[src/hdl/spim_pkg.sv]
// Shared types and constants for the SPI master (modes 0 to 3).
// No dependencies; imported by spim_in_reg, spim_core and the top level.
`default_nettype none
package spim_pkg;

    localparam int unsigned WORD_BITS = 8;
    localparam int unsigned IDX_BITS  = $clog2(WORD_BITS);

    typedef enum logic [1:0] {
        CMD_TICK     = 2'd0,
        CMD_SELECT   = 2'd1,
        CMD_DESELECT = 2'd2,
        CMD_LOAD     = 2'd3
    } spim_cmd_t;

    // Register map (index = byte address / 4)
    localparam logic REG_CLOCK_MODE = 1'b0;

    typedef struct packed {
        spim_cmd_t              cmd;
        logic [WORD_BITS-1:0]   send_byte;
        logic                   miso_level;
    } spim_item_t;

    typedef struct packed {
        logic                   command_error;
        logic                   busy_res;
        logic                   byte_done;
        logic [WORD_BITS-1:0]   received_byte;
        logic                   cs_n_level;
        logic                   mosi_level;
        logic                   sck_level;
    } spim_result_t;

endpackage
`default_nettype wire

[src/hdl/spim_in_reg.sv]
// Input register of the SPI master: holds one accepted item.
// Depends on spim_pkg.
`default_nettype none
module spim_in_reg (
    input  wire logic              clk,
    input  wire logic              rst_n,
    input  wire logic              load,
    input  wire logic              drain,
    input  spim_pkg::spim_item_t   item_in,
    output logic                   valid,
    output spim_pkg::spim_item_t   item_out
);
    import spim_pkg::*;

    logic       valid_reg;
    logic       valid_next;
    spim_item_t item_reg;

    always_comb
    begin
        valid_next = valid_reg;
        if (drain)
        begin
            valid_next = 1'b0;
        end
        if (load)
        begin
            valid_next = 1'b1;
        end
    end

    always_ff @(posedge clk or negedge rst_n)
    begin
        if (!rst_n)
        begin
            valid_reg <= 1'b0;
        end
        else
        begin
            valid_reg <= valid_next;
        end
    end

    always_ff @(posedge clk)
    begin
        if (load)
        begin
            item_reg <= item_in;
        end
    end

    assign valid    = valid_reg;
    assign item_out = item_reg;

endmodule
`default_nettype wire

[src/hdl/spim_core.sv]
// SPI master state: shift registers, bit counter, pins and clock mode.
// Computes one result per stepped item. Depends on spim_pkg.
`default_nettype none
module spim_core (
    input  wire logic              clk,
    input  wire logic              rst_n,
    input  wire logic              step_en,
    input  spim_pkg::spim_item_t   item,
    input  wire logic              cfg_we,
    input  wire logic [1:0]        cfg_mode,
    output logic [1:0]             clock_mode,
    output spim_pkg::spim_result_t result
);
    import spim_pkg::*;

    logic [1:0]           mode_reg,   mode_next;
    logic [WORD_BITS-1:0] tx_reg,     tx_next;
    logic [WORD_BITS-1:0] rx_reg,     rx_next;
    logic [IDX_BITS-1:0]  idx_reg,    idx_next;
    logic                 half_reg,   half_next;
    logic                 active_reg, active_next;
    logic                 sck_reg,    sck_next;
    logic                 mosi_reg,   mosi_next;
    logic                 cs_n_reg,   cs_n_next;
    logic                 done;
    logic                 err;
    logic                 cpol;
    logic                 cpha;

    assign cpol = mode_reg[1];
    assign cpha = mode_reg[0];

    always_comb
    begin
        mode_next   = mode_reg;
        tx_next     = tx_reg;
        rx_next     = rx_reg;
        idx_next    = idx_reg;
        half_next   = half_reg;
        active_next = active_reg;
        sck_next    = sck_reg;
        mosi_next   = mosi_reg;
        cs_n_next   = cs_n_reg;
        done        = 1'b0;
        err         = 1'b0;

        if (step_en)
        begin
            if (item.cmd == CMD_TICK)
            begin
                if (active_reg)
                begin
                    if (!half_reg)
                    begin
                        // leading edge: drive MOSI, SCK away from idle
                        mosi_next = tx_reg[WORD_BITS-1];
                        sck_next  = ~cpol;
                        if (!cpha)
                        begin
                            rx_next = {rx_reg[WORD_BITS-2:0], item.miso_level};
                        end
                        half_next = 1'b1;
                    end
                    else
                    begin
                        // trailing edge: SCK back to idle
                        sck_next = cpol;
                        if (cpha)
                        begin
                            rx_next = {rx_reg[WORD_BITS-2:0], item.miso_level};
                        end
                        half_next = 1'b0;
                        tx_next   = {tx_reg[WORD_BITS-2:0], 1'b0};
                        if (idx_reg == IDX_BITS'(WORD_BITS - 1))
                        begin
                            done        = 1'b1;
                            active_next = 1'b0;
                            idx_next    = '0;
                        end
                        else
                        begin
                            idx_next = idx_reg + 1'b1;
                        end
                    end
                end
            end
            else if (active_reg)
            begin
                err = 1'b1;
            end
            else
            begin
                unique case (item.cmd)
                    CMD_SELECT:   cs_n_next = 1'b0;
                    CMD_DESELECT: cs_n_next = 1'b1;
                    CMD_LOAD:
                    begin
                        tx_next     = item.send_byte;
                        rx_next     = '0;
                        idx_next    = '0;
                        half_next   = 1'b0;
                        active_next = 1'b1;
                    end
                    default: ;
                endcase
            end
        end
        else if (cfg_we)
        begin
            mode_next = cfg_mode;
            if (!active_reg)
            begin
                sck_next = cfg_mode[1];
            end
        end
    end

    always_ff @(posedge clk or negedge rst_n)
    begin
        if (!rst_n)
        begin
            mode_reg   <= '0;
            tx_reg     <= '0;
            rx_reg     <= '0;
            idx_reg    <= '0;
            half_reg   <= 1'b0;
            active_reg <= 1'b0;
            sck_reg    <= 1'b0;
            mosi_reg   <= 1'b0;
            cs_n_reg   <= 1'b1;
        end
        else
        begin
            mode_reg   <= mode_next;
            tx_reg     <= tx_next;
            rx_reg     <= rx_next;
            idx_reg    <= idx_next;
            half_reg   <= half_next;
            active_reg <= active_next;
            sck_reg    <= sck_next;
            mosi_reg   <= mosi_next;
            cs_n_reg   <= cs_n_next;
        end
    end

    assign clock_mode = mode_reg;

    always_comb
    begin
        result.sck_level     = sck_next;
        result.mosi_level    = mosi_next;
        result.cs_n_level    = cs_n_next;
        result.received_byte = done ? rx_next : '0;
        result.byte_done     = done;
        result.busy_res      = active_next;
        result.command_error = err;
    end

endmodule
`default_nettype wire

[src/hdl/spi_master_four_modes.sv]
// Top level of the SPI master for clock modes 0 to 3.
// Depends on spim_pkg, spim_in_reg and spim_core.
//
//  channel   dir  handshake          payload
//  s_axis    in   tvalid/tready      tuser = cmd, tdata = send_byte, miso_level
//  m_axis    out  tvalid/tready      tdata = pins, received byte, flags
//  apb       in   psel/penable       register 0 = clock_mode (CPOL bit1, CPHA bit0)
//
// An item waits in the input register until the output register is free; its result
// then sits in the output register. The path between them is the SPI state update,
// one item a cycle while m_tready does not stall. m_tvalid rises once the result is in
// the output register, after the item has passed the input register.
// Reset (rst_n low, asynchronous) gives CPOL/CPHA 0, SCK 0, MOSI 0, CS high, idle.
// A stalled m_tready holds the result; the input register keeps accepting until full.
`default_nettype none
module spi_master_four_modes (
    input  wire logic        clk,
    input  wire logic        rst_n,
    // input items
    input  wire logic        s_tvalid,
    output logic             s_tready,
    input  wire logic [15:0] s_tdata,   // [7:0] send_byte, [8] miso_level, rest 0
    input  wire logic [1:0]  s_tuser,   // [1:0] cmd
    // result items
    output logic             m_tvalid,
    input  wire logic        m_tready,
    output logic [15:0]      m_tdata,   // [0] sck_level, [1] mosi_level, [2] cs_n_level,
                                        // [10:3] received_byte, [11] byte_done,
                                        // [12] busy_res, [13] command_error, rest 0
    // configuration
    input  wire logic        psel,
    input  wire logic        penable,
    input  wire logic        pwrite,
    input  wire logic [2:0]  paddr,
    input  wire logic [31:0] pwdata,
    output logic [31:0]      prdata,
    output logic             pready
);
    import spim_pkg::*;

    spim_item_t   s_item;
    spim_item_t   in_item;
    logic         in_valid;
    logic         out_free;
    logic         advance;
    logic         cfg_we;
    logic [1:0]   clock_mode;
    spim_result_t result;

    logic         out_valid_reg;
    logic         out_valid_next;
    spim_result_t out_data_reg;

    // unpack input item
    assign s_item.cmd        = spim_cmd_t'(s_tuser);
    assign s_item.send_byte  = s_tdata[WORD_BITS-1:0];
    assign s_item.miso_level = s_tdata[WORD_BITS];

    // output register frees when empty or being taken
    assign out_free = !out_valid_reg || m_tready;
    assign advance  = in_valid && out_free;
    assign s_tready = !in_valid || out_free;

    spim_in_reg u_in_reg (
        .clk      (clk),
        .rst_n    (rst_n),
        .load     (s_tvalid && s_tready),
        .drain    (advance),
        .item_in  (s_item),
        .valid    (in_valid),
        .item_out (in_item)
    );

    // APB: single register, always ready
    assign pready = 1'b1;
    assign cfg_we = psel && penable && pwrite && (paddr[2] == REG_CLOCK_MODE);
    assign prdata = (paddr[2] == REG_CLOCK_MODE) ? {30'd0, clock_mode} : 32'd0;

    spim_core u_core (
        .clk        (clk),
        .rst_n      (rst_n),
        .step_en    (advance),
        .item       (in_item),
        .cfg_we     (cfg_we),
        .cfg_mode   (pwdata[1:0]),
        .clock_mode (clock_mode),
        .result     (result)
    );

    // result register
    always_comb
    begin
        out_valid_next = out_valid_reg;
        if (out_free)
        begin
            out_valid_next = in_valid;
        end
    end

    always_ff @(posedge clk or negedge rst_n)
    begin
        if (!rst_n)
        begin
            out_valid_reg <= 1'b0;
        end
        else
        begin
            out_valid_reg <= out_valid_next;
        end
    end

    always_ff @(posedge clk)
    begin
        if (advance)
        begin
            out_data_reg <= result;
        end
    end

    assign m_tvalid = out_valid_reg;
    assign m_tdata  = {2'd0, out_data_reg};

endmodule
`default_nettype wire

[config.mk]
export PLATFORM = sky130hd
export DESIGN_NAME = spi_master_four_modes
export DESIGN_NICKNAME = d
export VERILOG_FILES = /design/src/hdl/spim_pkg.sv /design/src/hdl/spim_in_reg.sv /design/src/hdl/spim_core.sv /design/src/hdl/spi_master_four_modes.sv
export SDC_FILE = /design/constraint.sdc
export NUM_CORES = 1
export LEC_CHECK = 0
export ABC_AREA = 1
export BUFFER_PORTS_ARGS = -buffer_cell sky130_fd_sc_hd__buf_2
export CORE_AREA = 3 3 77 79
export CTS_BUF_LIST = sky130_fd_sc_hd__clkbuf_8
export CTS_CLUSTER_SIZE = 30
export DETAILED_ROUTE_END_ITERATION = 16
export DIE_AREA = 0 0 80 82
export PLACE_DENSITY = 0.78
export RECOVER_POWER = 25
export SYNTH_ARGS = -nofsm -noshare
export SYNTH_HDL_FRONTEND = slang
export SYNTH_SLANG_ARGS = --single-unit
[constraint.sdc]
create_clock -name clk -period 2.4 [get_ports clk]
set_input_delay 0.24 -clock clk [delete_from_list [all_inputs] [get_ports clk]]
set_output_delay 0.24 -clock clk [all_outputs]
set_load 0.03 [all_outputs]
; Word-level counts from Yosys, hierarchy flattened
; Index checks and enable logic that the tools add are counted.
[classes]
n_mux = 54
reduce_logical = 15
eq_ne = 7
n_bitwise = 3
addsub = 1
[op_table]
columns = operator, n
row1 = $mux W8, 13
row2 = $mux W1, 33
row3 = $mux W3, 6
row4 = $logic_and A1 B1 Y1, 5
row5 = $reduce_and A5 Y1, 1
row6 = $eq A2 B2 Y1 const B, 2
row7 = $ne A2 B1 Y1 const B, 2
row8 = $reduce_and A4 Y1, 1
row9 = $reduce_bool A2 Y1, 2
row10 = $add A3 B1 Y3 const B, 1
row11 = $eq A3 B3 Y1 const B, 1
row12 = $not A1 Y1, 3
row13 = $eq A2 B1 Y1 const B, 1
row14 = $logic_not A1 Y1, 2
row15 = $logic_not A2 Y1, 1
row16 = $logic_or A1 B1 Y1, 2
row17 = $mux W2, 1
row18 = $ne A2 B2 Y1 const B, 1
row19 = $pmux W1 S2, 1
row20 = $reduce_and A2 Y1, 1
[totals]
output_inout_bits = 51
ff_bits = 53

; Longest topological paths before layout
; Gate-level depths: netlist (run 1).
[logic_depth]
word_depth = 6
ltp_mapped = 11

; By module
; Synthesis (run 1) repeated with hierarchy kept, for this count alone.
[unflattened]
cells_unflattened = 277
area_unflattened_um2 = 2691.3
[modules_own_cells]
columns = module, cells_per_inst, n_inst, area_each_um2, seq_area_each_um2
row1 = spim_core, 197, 1, 1559.0, 651.9
row2 = spi_master_four_modes, 64, 1, 762.0, 445.4
row3 = spim_in_reg, 16, 1, 370.4, 355.3

; Worst setup path after synthesis (run 1)
; Ideal clock, no wire load.
[synth_timing]
path_type = register -> register
start = reg u_in_reg.item_reg (netlist bit u_in_reg.item_out[9])
end = reg u_core.tx_reg[7]
arrival_time_ps = 1698
slack_ps = 586
synth_period_minus_slack_ps = 1814
required_time_ps = 2284
path_stages_with_launch = 12
setup_ps = 116
path_cell_list = edfxtp_1 inv_1 ha_1 buf_2 inv_1 buf_2 ha_1 nor2_1 nand3_4 buf_6 nand2_1 nand2_1
[synth_between]
elab_chain_len = 3
elab_cells_between_ends = 7
[synth_lines]
columns = element, line
row1 = start: declaration, spim_in_reg.sv:17  ; spim_item_t item_reg;
row2 = start signal: assignment, spim_in_reg.sv:48  ; item_reg <= item_in;
row3 = $logic_not A2 Y1 / $eq A2 B2 Y1 (equally long branches), "spim_core.sv:49, spim_core.sv:93"
row4 = $ne A2 B1 Y1 (no line) (tied with other cells), --
row5 = $reduce_and A5 Y1 (no line), --
row6 = end signal: assignment, spim_core.sv:135  ; tx_reg <= tx_next;
row7 = end: declaration, spim_core.sv:17  ; logic [WORD_BITS-1:0] tx_reg, tx_next;
; Several ways; a longest one is shown, not always the timed one.
; A chain may end at the register's enable or synchronous reset.

; Worst setup path in the final report (run 1)
; Ends and elaborated chain as after synthesis.

==> results.md, run 1 <==
* Post-synth cell types at 26
* Final setup vio count at 0
* Placed cell area at 2698 um^2
* Max VDD drop at 0.5802 mV
* Initial antenna violation count at 0
* GRT Total Usage at 13.28%
* MaxCap Viol Count at 1
* Worst-skew pair later-pin latency at 0.30 ns
* # Post-CTS Setup Buffers at 0
* Die area at 6560 um^2
* Max Clk Rate at 529.3 MHz
* Starting Density at 47.55%
* Final Hold Fails at 0
* Worst path cell trace: inv_1, ha_1, inv_1, ha_1, nor2_1, nand3_4, inv_2, nand2_1, nand2_1
* Pwr dens at 777.2 nW/um^2
* Layout cell share with drive strength beyond 1 at 21.61%
* Synth-to-Final Area Change at 8.861%
* Cell family with most CP delay: adder cells
* Post-synthesis register bit count at 53
* CP max stage delay at 0.40 ns
* Most common cell after layout, fill and taps aside: nand2_1
* Mapped Area at 2570 um^2
* Antenna Nets Post-Route at 0
* Core Footprint at 5405 um^2
* Initial DRC count at 67
* Leakage at 1.392 nW
* I/O Buffers at 38
* Prevailing post-synth register cell: dfrtp_1
* Die width at 80 um
* DRC Markers at 0
* Clock tree from TritonCTS: done
* Clock sink count at 53
* Post-Syn Area per Cell at 9.589 um^2
* Top sig layer: met4
* GPL Wtd Cong at 0.7792
* Clock Tree Root: clkbuf_8
* Crit. End Element: flip-flop
* Max reg flops at 14
* Post-synth EDFFs at 25
* M1 wire length at 1781 um
* Post-route cell area at 2798 um^2
* Largest net degree at the start of global routing at 29
* Die H at 82 um
* DR vias/cell at 4.450
* Synth warn at 0
* # IOs at 111
* H-tree Lvls at 2
* Post-synthesis sequential area ratio at 56.52%
* Crit path time final at 1.889 ns
* Worst Path Buf+Inv at 3
* Worst slew pin tran at 1.531 ns
* Setup_tns at 0 ns
* Vias in the first global route at 1621
* Status: complete, but fails checks
* Async SR Flop Fraction at 52.83%
* TritonRoute pass-1 iters at 4
* Met2 WL at 2059 um
* # diodes at 0
* Clock Tree Buf Depth at 2
* WP data arrival at 2.13 ns
* Critical path class: flip-flop to flip-flop
* Row cnt at 27
* Clk pin slew, worst setup/hold paths at 0.10 ns
* Filler cells at 497
* Clk_skew at 0.01109 ns
* TritonCTS Buffers at 5
* Slew Limit Fails at 29
* Class of the worst hold path: primary input to flip-flop
* Slew HR at -2.039%
* Total gr overflow at 0
* Final WL at 4070 um
* Pre-CTS WS at 0.5216 ns
* RSZ-0062 raised after global routing: false
* Total power at 2.174 mW
* Worst hold margin at 0.1125 ns
* Routed vias at 1700
* Most frequent cells in the layout: nand2_1 (88), buf_2 (37), conb_1 (33), dfrtp_1 (27), edfxtp_1 (25)
* Fin crit share at 78.72%
* Failing checks: max-capacitance violations, max-slew violations
* Dpl hpwl at 2940 um
* Critical Path RT at 2.64 ns
* Post_cts resized at 0
* Post-Syn Instances at 268
* Met3 Routed Length at 222 um
* Element type at the critical path start: flip-flop
* Worst path slowest cell: edfxtp_1
* CP max FO at 16
* Setup ws final at 0.5106 ns
* First-pass GRT wire length at 6851 um
* Nets at 375
* Routed WL per cell at 10.65 um
## layer usage
layer  vias to the layer above  global-route usage, %
met5                         -                      0
met4                         0                  4.392
met3                         2                  3.070
met2                        45                  24.01
met1                       775                  15.54
li1                        878                      -
## Yosys cell counts (4+ instances only)
cell type | n | share of area, %
o21ai_0 | 5 | 0.97
inv_2 | 5 | 0.73
a21oi_1 | 12 | 2.3
edfxtp_1 | 25 | 29
nand3_1 | 5 | 0.97
nor2_1 | 18 | 2.6
buf_4 | 33 | 9.6
dfrtp_1 | 27 | 26
nand2_1 | 87 | 13
o21ai_2 | 4 | 1.4
inv_1 | 11 | 1.6
nand4_1 | 6 | 1.5
nand2_2 | 8 | 1.9
ha_1 | 6 | 2.9
## where the power goes
group          total, mW  leakage, nW  internal [mW]  switching, mW
clock network      0.502       0.0447          0.211          0.291
registers           1.17        0.603           1.10         0.0683
logic              0.505        0.744          0.134          0.370
## stage by stage
stage	cells	utilization, %
after CTS	382	51.83
final	382	51.76
after global routing	382	51.76
after detailed placement	373	49.91
after global placement	373	49.91
after floorplan	299	-
## final cells by class
type | count | area [um^2] | share of cell area [%]
clock inverters | 3 | 25.02 | 0.8945
clock buffers | 5 | 68.82 | 2.460
well taps | 72 | 90.09 | 3.220
inverters | 17 | 65.06 | 2.326
repair buffers | 41 | 214.0 | 7.648
multi-input cells | 191 | 882.1 | 31.53
flip-flops and latches | 53 | 1453 | 51.92
## worst paths after layout
path	start	to	slack [ns]	cells after the start
setup / recovery	u_in_reg.item_out[9]	u_core.tx_reg[7]	0.51	9
max in group asynchronous	rst_n	m_tvalid	0.67	2
setup reg to reg	u_in_reg.item_out[9]	u_core.tx_reg[7]	0.51	9
min in group asynchronous	rst_n	u_core.tx_reg[6]	0.84	2
hold reg to reg	u_core.rx_reg[7]	u_core.rx_reg[7]	0.48	2
hold / removal	s_tdata[8]	u_in_reg.item_out[0]	0.11	1
## logic make-up after synthesis
family / synth area share, %
fa+ha+maj: 2.921
flops: 56.52
simple gates: 20.79
buf+inv: 13.58
other cells: 0.2922
compound gates: 5.550
xor+xnor: 0.3409
## worst register-to-register path: stages (launching register included)
cell	delay, ns
edfxtp_1	0.40
inv_1	0.10
ha_1	0.33
inv_1	0.10
ha_1	0.21
nor2_1	0.17
nand3_4	0.21
inv_2	0.19
nand2_1	0.07
nand2_1	0.06
## what timing repair did
| action | in CTS | in global routing |
|---|---|---|
| setup endpoints to repair | 0 | 0 |
| endpoints found under the hold margin | 27 | 0 |
| hold buffers | 1 | 0 |
(Power assumes the default switching activity.)
==> run 2, diff against run 1 <==
- ABC_AREA: 1 -> 0
- PLACE_DENSITY: 0.78 -> 0.79
- clock period: 2.4 -> 1.91 ns (I/O delays scaled with it)
==> run 2 against run 1 <==
The flow now finishes without violations. Sequential share of layout area down 3.4 points. Wire length up 7.8%. Largest cell class unchanged. Sequential cell count unchanged. Setup slack worse by 0.45 ns.
==> results.md, run 2 <==
* Status: completed
* TritonCTS Buffers at 5 (unchanged)
* Total gr overflow at 0 (unchanged)
* Initial DRC count at 88 (+31%)
* Routed WL per cell at 12.87 um (+21%)
* Final WL at 4387 um (+7.8%)
* Slew Limit Fails at 0 (-100%)
* Max reg flops at 14 (unchanged)
* # diodes at 0 (unchanged)
* Logic pwr share at 29.0% (+5.8 points)
* Critical path class: flip-flop to flip-flop
* Largest net degree at the start of global routing at 29 (unchanged)
* Row cnt at 27 (unchanged)
* Synth top area share at 28.90% (-0.31 points)
* Antenna Nets Post-Route at 0 (unchanged)
* Top post-synthesis cells by count: buf_4 (33), dfrtp_1 (27), edfxtp_1 (25)
* DR vias/cell at 4.704 (+5.7%)
* Clock tree from TritonCTS: done
* Nets at 334 (-11%)
* Synth-to-Final Area Change at 15.22%
* Async SR Flop Fraction at 52.83% (unchanged)
* Switching Share at 32.93% (-0.63 points)
* I/O Buffers at 38 (unchanged)
* Crit path time final at 1.852 ns (-0.03730 ns)
* Post-Syn Area per Cell at 12.37 um^2 (+29%)
* Vias in the first global route at 1517 (-6.4%)
* Pwr dens at 1055 nW/um^2 (+36%)
* Post-synth cell types at 39 (+50%)
* Initial antenna violation count at 0 (unchanged)
* First-pass GRT wire length at 7024 um (+2.5%)
* Top post-synthesis cells by area: edfxtp_1 (29%), dfrtp_1 (26%), buf_4 (9.5%)
* P_sw at 1.040 mW (+43%)
* Die H at 82 um (unchanged)
* TritonRoute pass-1 iters at 4 (unchanged)
* Post-synthesis register bit count at 53 (unchanged)
* Most common cell in the netlist: buf_4
* Clock Tree Root: clkbuf_8
* Synth area leader: edfxtp_1
* Critical Path RT at 2.11 ns (-0.53 ns)
* Dpl cells at 325 (-13%)
* Worst path slowest cell: or4_4
* GPL Wtd Cong at 0.7421 (-4.8%)
* Worst reg2reg path endpoint: u_core.tx_reg[6]
* Leakage at 1.369 nW (-1.6%)
* Most frequent cells in the layout: buf_2 (37), conb_1 (33), dfrtp_1 (27), edfxtp_1 (25)
* Max VDD drop at 0.3946 mV (-32%)
* Core Footprint at 5405 um^2 (unchanged)
* FF-to-FF path depth at 6 (-3)
* Worst hold stages at 1 (unchanged)
* Critical path's most frequent cell: ha_4
* Worst path cell trace: inv_2, ha_4, inv_4, ha_4, or4_4, mux2_4
* Clk_skew at 0.009042 ns (-0.002043 ns)
* Synth warn at 0 (unchanged)
* Setup_tns at 0 ns (unchanged)
* WP data arrival at 2.06 ns (-0.07 ns)
* Element type at the critical path start: flip-flop
* Starting Density at 48.06% (+0.51 points)
* Final setup vio count at 0 (unchanged)
* Hold EP: u_in_reg.item_out[6]
* Post-synth EDFFs at 25 (unchanged)
* MaxCap Viol Count at 0 (-1)
* Layout cell share with drive strength beyond 1 at 36.43% (+15 points)
* Post-synthesis sequential area ratio at 55.92% (-0.60 points)
* Routed vias at 1604 (-5.6%)
* Die area at 6560 um^2 (unchanged)
* CP max stage delay at 0.56 ns (+0.16 ns)
* Clock Tree Buf Depth at 2 (unchanged)
* Worst slew pin tran at 0.6793 ns (-0.8513 ns)
* Mapped Area at 2597 um^2 (+1.1%)
* Int Power at 2.118 mW (+47%)
* Crit. End Element: flip-flop
* Cell family with most CP delay: simple AND/OR/NAND/NOR gates
* Worst R2R Start: u_in_reg.item_out[9]
* Dpl hpwl at 3128 um (+6.4%)
* Fin crit share at 96.97% (+18 points)
* Worst hold margin at 0.05035 ns (-0.06219 ns)
* Clock sink count at 53 (unchanged)
* Power share of the sequential group at 50.9% (-2.8 points)
* DRC Markers at 0 (unchanged)
* Clk pin slew, worst setup/hold paths at 0.10 ns (about the same)
* H-tree Lvls at 2 (unchanged)
* Worst-skew pair later-pin latency at 0.31 ns (about the same)
* Fin cells at 341 (-11%)
* Worst Path Buf+Inv at 2 (-1)
* Class of the worst hold path: primary input to flip-flop
* Pre-CTS WS at -0.09978 ns (-0.6214 ns)
* Prevailing post-synth register cell: dfrtp_1
* Slew HR at 54.71% (+57 points)
* Final Util at 55.37% (+3.6 points)
* Die width at 80 um (unchanged)
* GRT Total Usage at 14.11% (+0.83 points)
* # IOs at 111 (unchanged)
* Most common cell after layout, fill and taps aside: buf_2
* Post-Syn Instances at 210 (-22%)
* Clk pwr share at 20.1% (-3.0 points)
* Final Hold Fails at 0 (unchanged)
* Min-delay src: s_tdata[5]
* Setup ws final at 0.05792 ns (-0.4527 ns)
* Max Clk Rate at 539.9 MHz (+2.0%)
* CP max FO at 4 (-12)
* Slack of the worst reg-to-reg path at 0.06 ns (-0.45 ns)
run 2: cell types whose count changed in the layout (fill, tap and decap cells not counted), moves of 4 or more:
cell and delta:
nor2_1 -9, mux2_4 +8, a22o_1 +6, nand2_2 -6
nor2b_1 +4, o21ai_2 -4, nand2_1 -69, mux2_2 +13
inv_1 -5, buf_4 +17
run 2: area by class of cell:
| cell class | instances | area, um^2 |
|---|---|---|
| clock buffer | 5 | 68.82 |
| fill | 461 | 2412 |
| multi-input combinational | 141 | 979.7 |
| timing repair buffer | 58 | 342.8 |
| sequential | 53 | 1453 |
| inverter | 9 | 36.28 |
| clock inverter | 3 | 22.52 |
| tap | 72 | 90.09 |
run 2: cells by family after synthesis:
kind of cell	synth area share (%)
buf+inv	12.38
xor+xnor	1.301
flops	55.93
other cells	0.2891
simple gates	9.731
fa+ha+maj	2.890
mux	11.42
compound gates	6.070
run 2: per-layer routing:
| layer | part of all wire, % | GRT usage [%] | vias to the layer above |
|---|---|---|---|
| met3 | 4.9 | 3.399 | 6 |
| met4 | 1.7 | 5.574 | 0 |
| met2 | 55 | 25.41 | 45 |
| li1 | - | - | 773 |
| met1 | 39 | 16.12 | 780 |
| met5 | 0 | 0 | - |
run 2: how the worst max path moves through the flow:
stage | slack [ns] | start | endpoint | depth (start not counted)
after floorplan | -0.28 | u_in_reg.item_out[10] | u_core.tx_reg[0] | 9
after detailed placement | -0.1 | u_in_reg.item_out[9] | u_core.tx_reg[3] | 6
after CTS | 0.01 | u_in_reg.item_out[9] | u_core.tx_reg[3] | 7
after global routing | -0.009 | u_in_reg.item_out[9] | u_core.tx_reg[6] | 6
final | 0.06 | u_in_reg.item_out[9] | u_core.tx_reg[6] | 6
after global placement | -0.06 | u_in_reg.item_out[9] | u_core.tx_reg[0] | 6
run 2: repair_timing:
item / CTS / global route
cloned: 1 / 0
setup endpoints to repair: 9 / 10
buffers inserted: 1 / 6
hold buffers: 1 / 0
resized for setup: 3 / 5
pin swaps: 1 / 4
hold endpoints to repair: 27 / 0
run 2: through the flow:
stage / power [mW] / instance area [um^2]
CTS: 3.151 / 2954
finish: 3.158 / 2993
global route: 3.333 / 2993
detailed placement: 2.497 / 2821
global placement: 2.452 / 2821
floorplan: 2.314 / 2745
run 2: worst reg2reg max path, cell delays in order, from the launching register on:
cell	delay, ns
edfxtp_1	0.41
inv_2	0.10
ha_4	0.18
inv_4	0.04
ha_4	0.15
or4_4	0.56
mux2_4	0.31
run 2: power groups by stage:
| stage | Combinational, mW | Sequential [mW] | Clock, mW |
|---|---|---|---|
| floorplan | 0.683 | 1.63 | 0 |
| global placement | 0.842 | 1.61 | 0 |
| detailed placement | 0.877 | 1.62 | 0 |
| CTS | 0.900 | 1.60 | 0.650 |
| global route | 1.01 | 1.64 | 0.690 |
| finish | 0.916 | 1.61 | 0.636 |
==> run 3, diff against run 2 <==
==> constraint.sdc (replaced) <==
create_clock -name clk -period 1.91 [get_ports clk]
set_input_delay 0.382 -clock clk [delete_from_list [all_inputs] [get_ports clk]]
set_output_delay 0.382 -clock clk [all_outputs]
set_load 0.03 [all_outputs]
==> run 3 against run 2 <==
Die area unchanged. Register-to-register slack worse by 0.04 ns. Maximum frequency down 2.0%. Sequential cell count unchanged. First-iteration DRC count down 6.8%. Critical path type unchanged. Wire length up 0.96%. Largest power group unchanged.
==> results.md, run 3 (synthesized netlist as in run 2, its figures left out) <==
* Status: completed
* Critical path class: flip-flop to flip-flop
* Clock sink count at 53 (unchanged)
* WP data arrival at 2.09 ns (+0.03 ns)
* CP max FO at 6 (+2)
* Row cnt at 27 (unchanged)
* Clock Tree Buf Depth at 2 (unchanged)
* Clock tree from TritonCTS: done
* Cts hold-fix bufs at 0 (-1)
* Worst-skew pair later-pin latency at 0.31 ns (about the same)
* Setup_tns at 0 ns (unchanged)
* # IOs at 111 (unchanged)
* Clk pin slew, worst setup/hold paths at 0.10 ns (about the same)
* Dpl cells at 326 (+0.31%)
* TritonCTS Buffers at 5 (unchanged)
* Power share of the sequential group at 50.2% (-0.7 points)
* Layout cell share with drive strength beyond 1 at 36.47% (about the same)
* Final setup vio count at 0 (unchanged)
* DRC Markers at 0 (unchanged)
* Max Clk Rate at 529.2 MHz (-2.0%)
* Clk_skew at 0.003548 ns (-0.005494 ns)
* Die width at 80 um (unchanged)
* Final Util at 55.23% (-0.14 points)
* Element type at the critical path start: flip-flop
* Switching Share at 33.23% (+0.30 points)
* Antenna Nets Post-Route at 0 (unchanged)
* Filler cells at 463 (+0.43%)
* Logic pwr share at 29.3% (+0.3 points)
* Fin crit share at 98.94% (+2.0 points)
* Pwr dens at 1072 nW/um^2 (+1.6%)
* Clock Tree Root: clkbuf_8
* Routed WL per cell at 13.10 um (+1.9%)
* Starting Density at 48.06% (unchanged)
* Critical Path RT at 2.11 ns (about the same)
* Most frequent cells in the layout: buf_2 (37), conb_1 (33), dfrtp_1 (27), edfxtp_1 (25), nand2_1 (19)
* # diodes at 0 (unchanged)
* H-tree Lvls at 2 (unchanged)
* Total gr overflow at 0 (unchanged)
* Nets at 331 (-0.90%)
* Worst slew pin tran at 1.485 ns (+0.8059 ns)
* TritonRoute pass-1 iters at 4 (unchanged)
* Die area at 6560 um^2 (unchanged)
* Max reg flops at 14 (unchanged)
* Dpl hpwl at 3046 um (-2.6%)
* Slew HR at 0.9846% (-54 points)
* Int Power at 2.136 mW (+0.85%)
* Die H at 82 um (unchanged)
* First-pass GRT wire length at 6948 um (-1.1%)
* Final WL at 4429 um (+0.96%)
* Most common cell after layout, fill and taps aside: buf_2
* I/O Buffers at 38 (unchanged)
* Largest net degree at the start of global routing at 29 (unchanged)
* Routed vias at 1640 (+2.2%)
* GRT Total Usage at 14.15% (+0.047 points)
* Vias in the first global route at 1478 (-2.6%)
* MaxCap Viol Count at 0 (unchanged)
* Initial antenna violation count at 0 (unchanged)
* Crit path time final at 1.890 ns (+0.03761 ns)
* P_sw at 1.063 mW (+2.2%)
* Total power at 3.200 mW (+1.3%)
* Synth-to-Final Area Change at 14.93%
* Crit. End Element: flip-flop
* DR vias/cell at 4.852 (+3.2%)
* Max VDD drop at 0.5021 mV (+27%)
* Initial DRC count at 82 (-6.8%)
* RSZ-0062 raised after global routing: true
* Slew Limit Fails at 0 (unchanged)
* Core Footprint at 5405 um^2 (unchanged)
* Class of the worst hold path: primary input to flip-flop
* GPL Wtd Cong at 0.7703 (+3.8%)
* Clk pwr share at 20.5% (+0.4 points)
* Fin cells at 338 (-0.88%)
* Final Hold Fails at 0 (unchanged)
* Leakage at 1.365 nW (-0.29%)
-- run 3: cell count changes in the layout (fill, tap and decap cells not counted), sizes merged --
| cell | previous run | this run |
|---|---|---|
| buf | 56 | 54 |
| clkinvlp | 3 | 2 |
| dlygate4sd3 | 1 | 0 |
| inv | 9 | 10 |
-- run 3: critical path, cell delays in order, from the launching register on --
cell and delay, ns:
edfxtp_1 0.37, inv_2 0.06, ha_4 0.17, buf_4 0.15, nor2_4 0.11, a21oi_2 0.06
or4_4 0.52, mux2_4 0.33
-- run 3: repair_timing --
item,CTS,global route
setup buffers,2,1
gates cloned,1,0
gates resized for setup,5,4
pin swaps,1,0
endpoints found under the setup margin,9,10
-- run 3: worst paths after layout --
kind	from	end	slack, ns	depth (start not counted)
worst max-delay path	u_in_reg.item_out[9]	u_core.tx_reg[3]	0.02	7
worst min-delay path	s_tuser[0]	u_in_reg.item_out[9]	0.24	1
min in group asynchronous	rst_n	u_core.tx_reg[0]	0.41	1
max in group asynchronous	rst_n	u_core.tx_reg[4]	0.64	1
worst max register to register	u_in_reg.item_out[9]	u_core.tx_reg[3]	0.02	7
worst min register to register	u_core.mosi_reg	u_core.mosi_reg	0.52	1
-- run 3: area by class of cell --
class                   count  area [um^2]  share of cell area, %
multi-input cells         141        994.7                  33.32
repair buffers             55        316.6                  10.60
inverters                   9        36.28                  1.215
well taps                  72        90.09                  3.018
clock buffers               5        68.82                  2.305
clock inverters             3        26.28                 0.8801
flip-flops and latches     53         1453                  48.66
-- run 3: routing by layer --
| metal | share of wire (%) | global-route usage (%) | wire length, um |
|---|---|---|---|
| met5 | 0 | 0 | 0 |
| met4 | 2.6 | 6.588 | 116 |
| met3 | 5.3 | 4.167 | 233 |
| met2 | 54 | 24.50 | 2372 |
| met1 | 39 | 16.12 | 1707 |
-- run 3: metrics by stage --
stage / worst slack [ns] / hold slack (ns) / cell area, um^2
floorplan: -0.2818 / 0.08641 / 2745
global placement: -0.05847 / 0.4305 / 2829
detailed placement: -0.08923 / 0.4349 / 2829
CTS: 0.002254 / 0.09213 / 2968
global route: -0.06542 / 0.2172 / 2985
finish: 0.02031 / 0.2364 / 2985
-- run 3: power by group through the flow --
stage / combinational [mW] / clock, mW / sequential (mW)
after floorplan: 0.683 / 0 / 1.63
after global placement: 0.864 / 0 / 1.60
after detailed placement: 0.896 / 0 / 1.61
after CTS: 0.929 / 0.669 / 1.59
after global routing: 1.01 / 0.725 / 1.63
final: 0.938 / 0.655 / 1.61
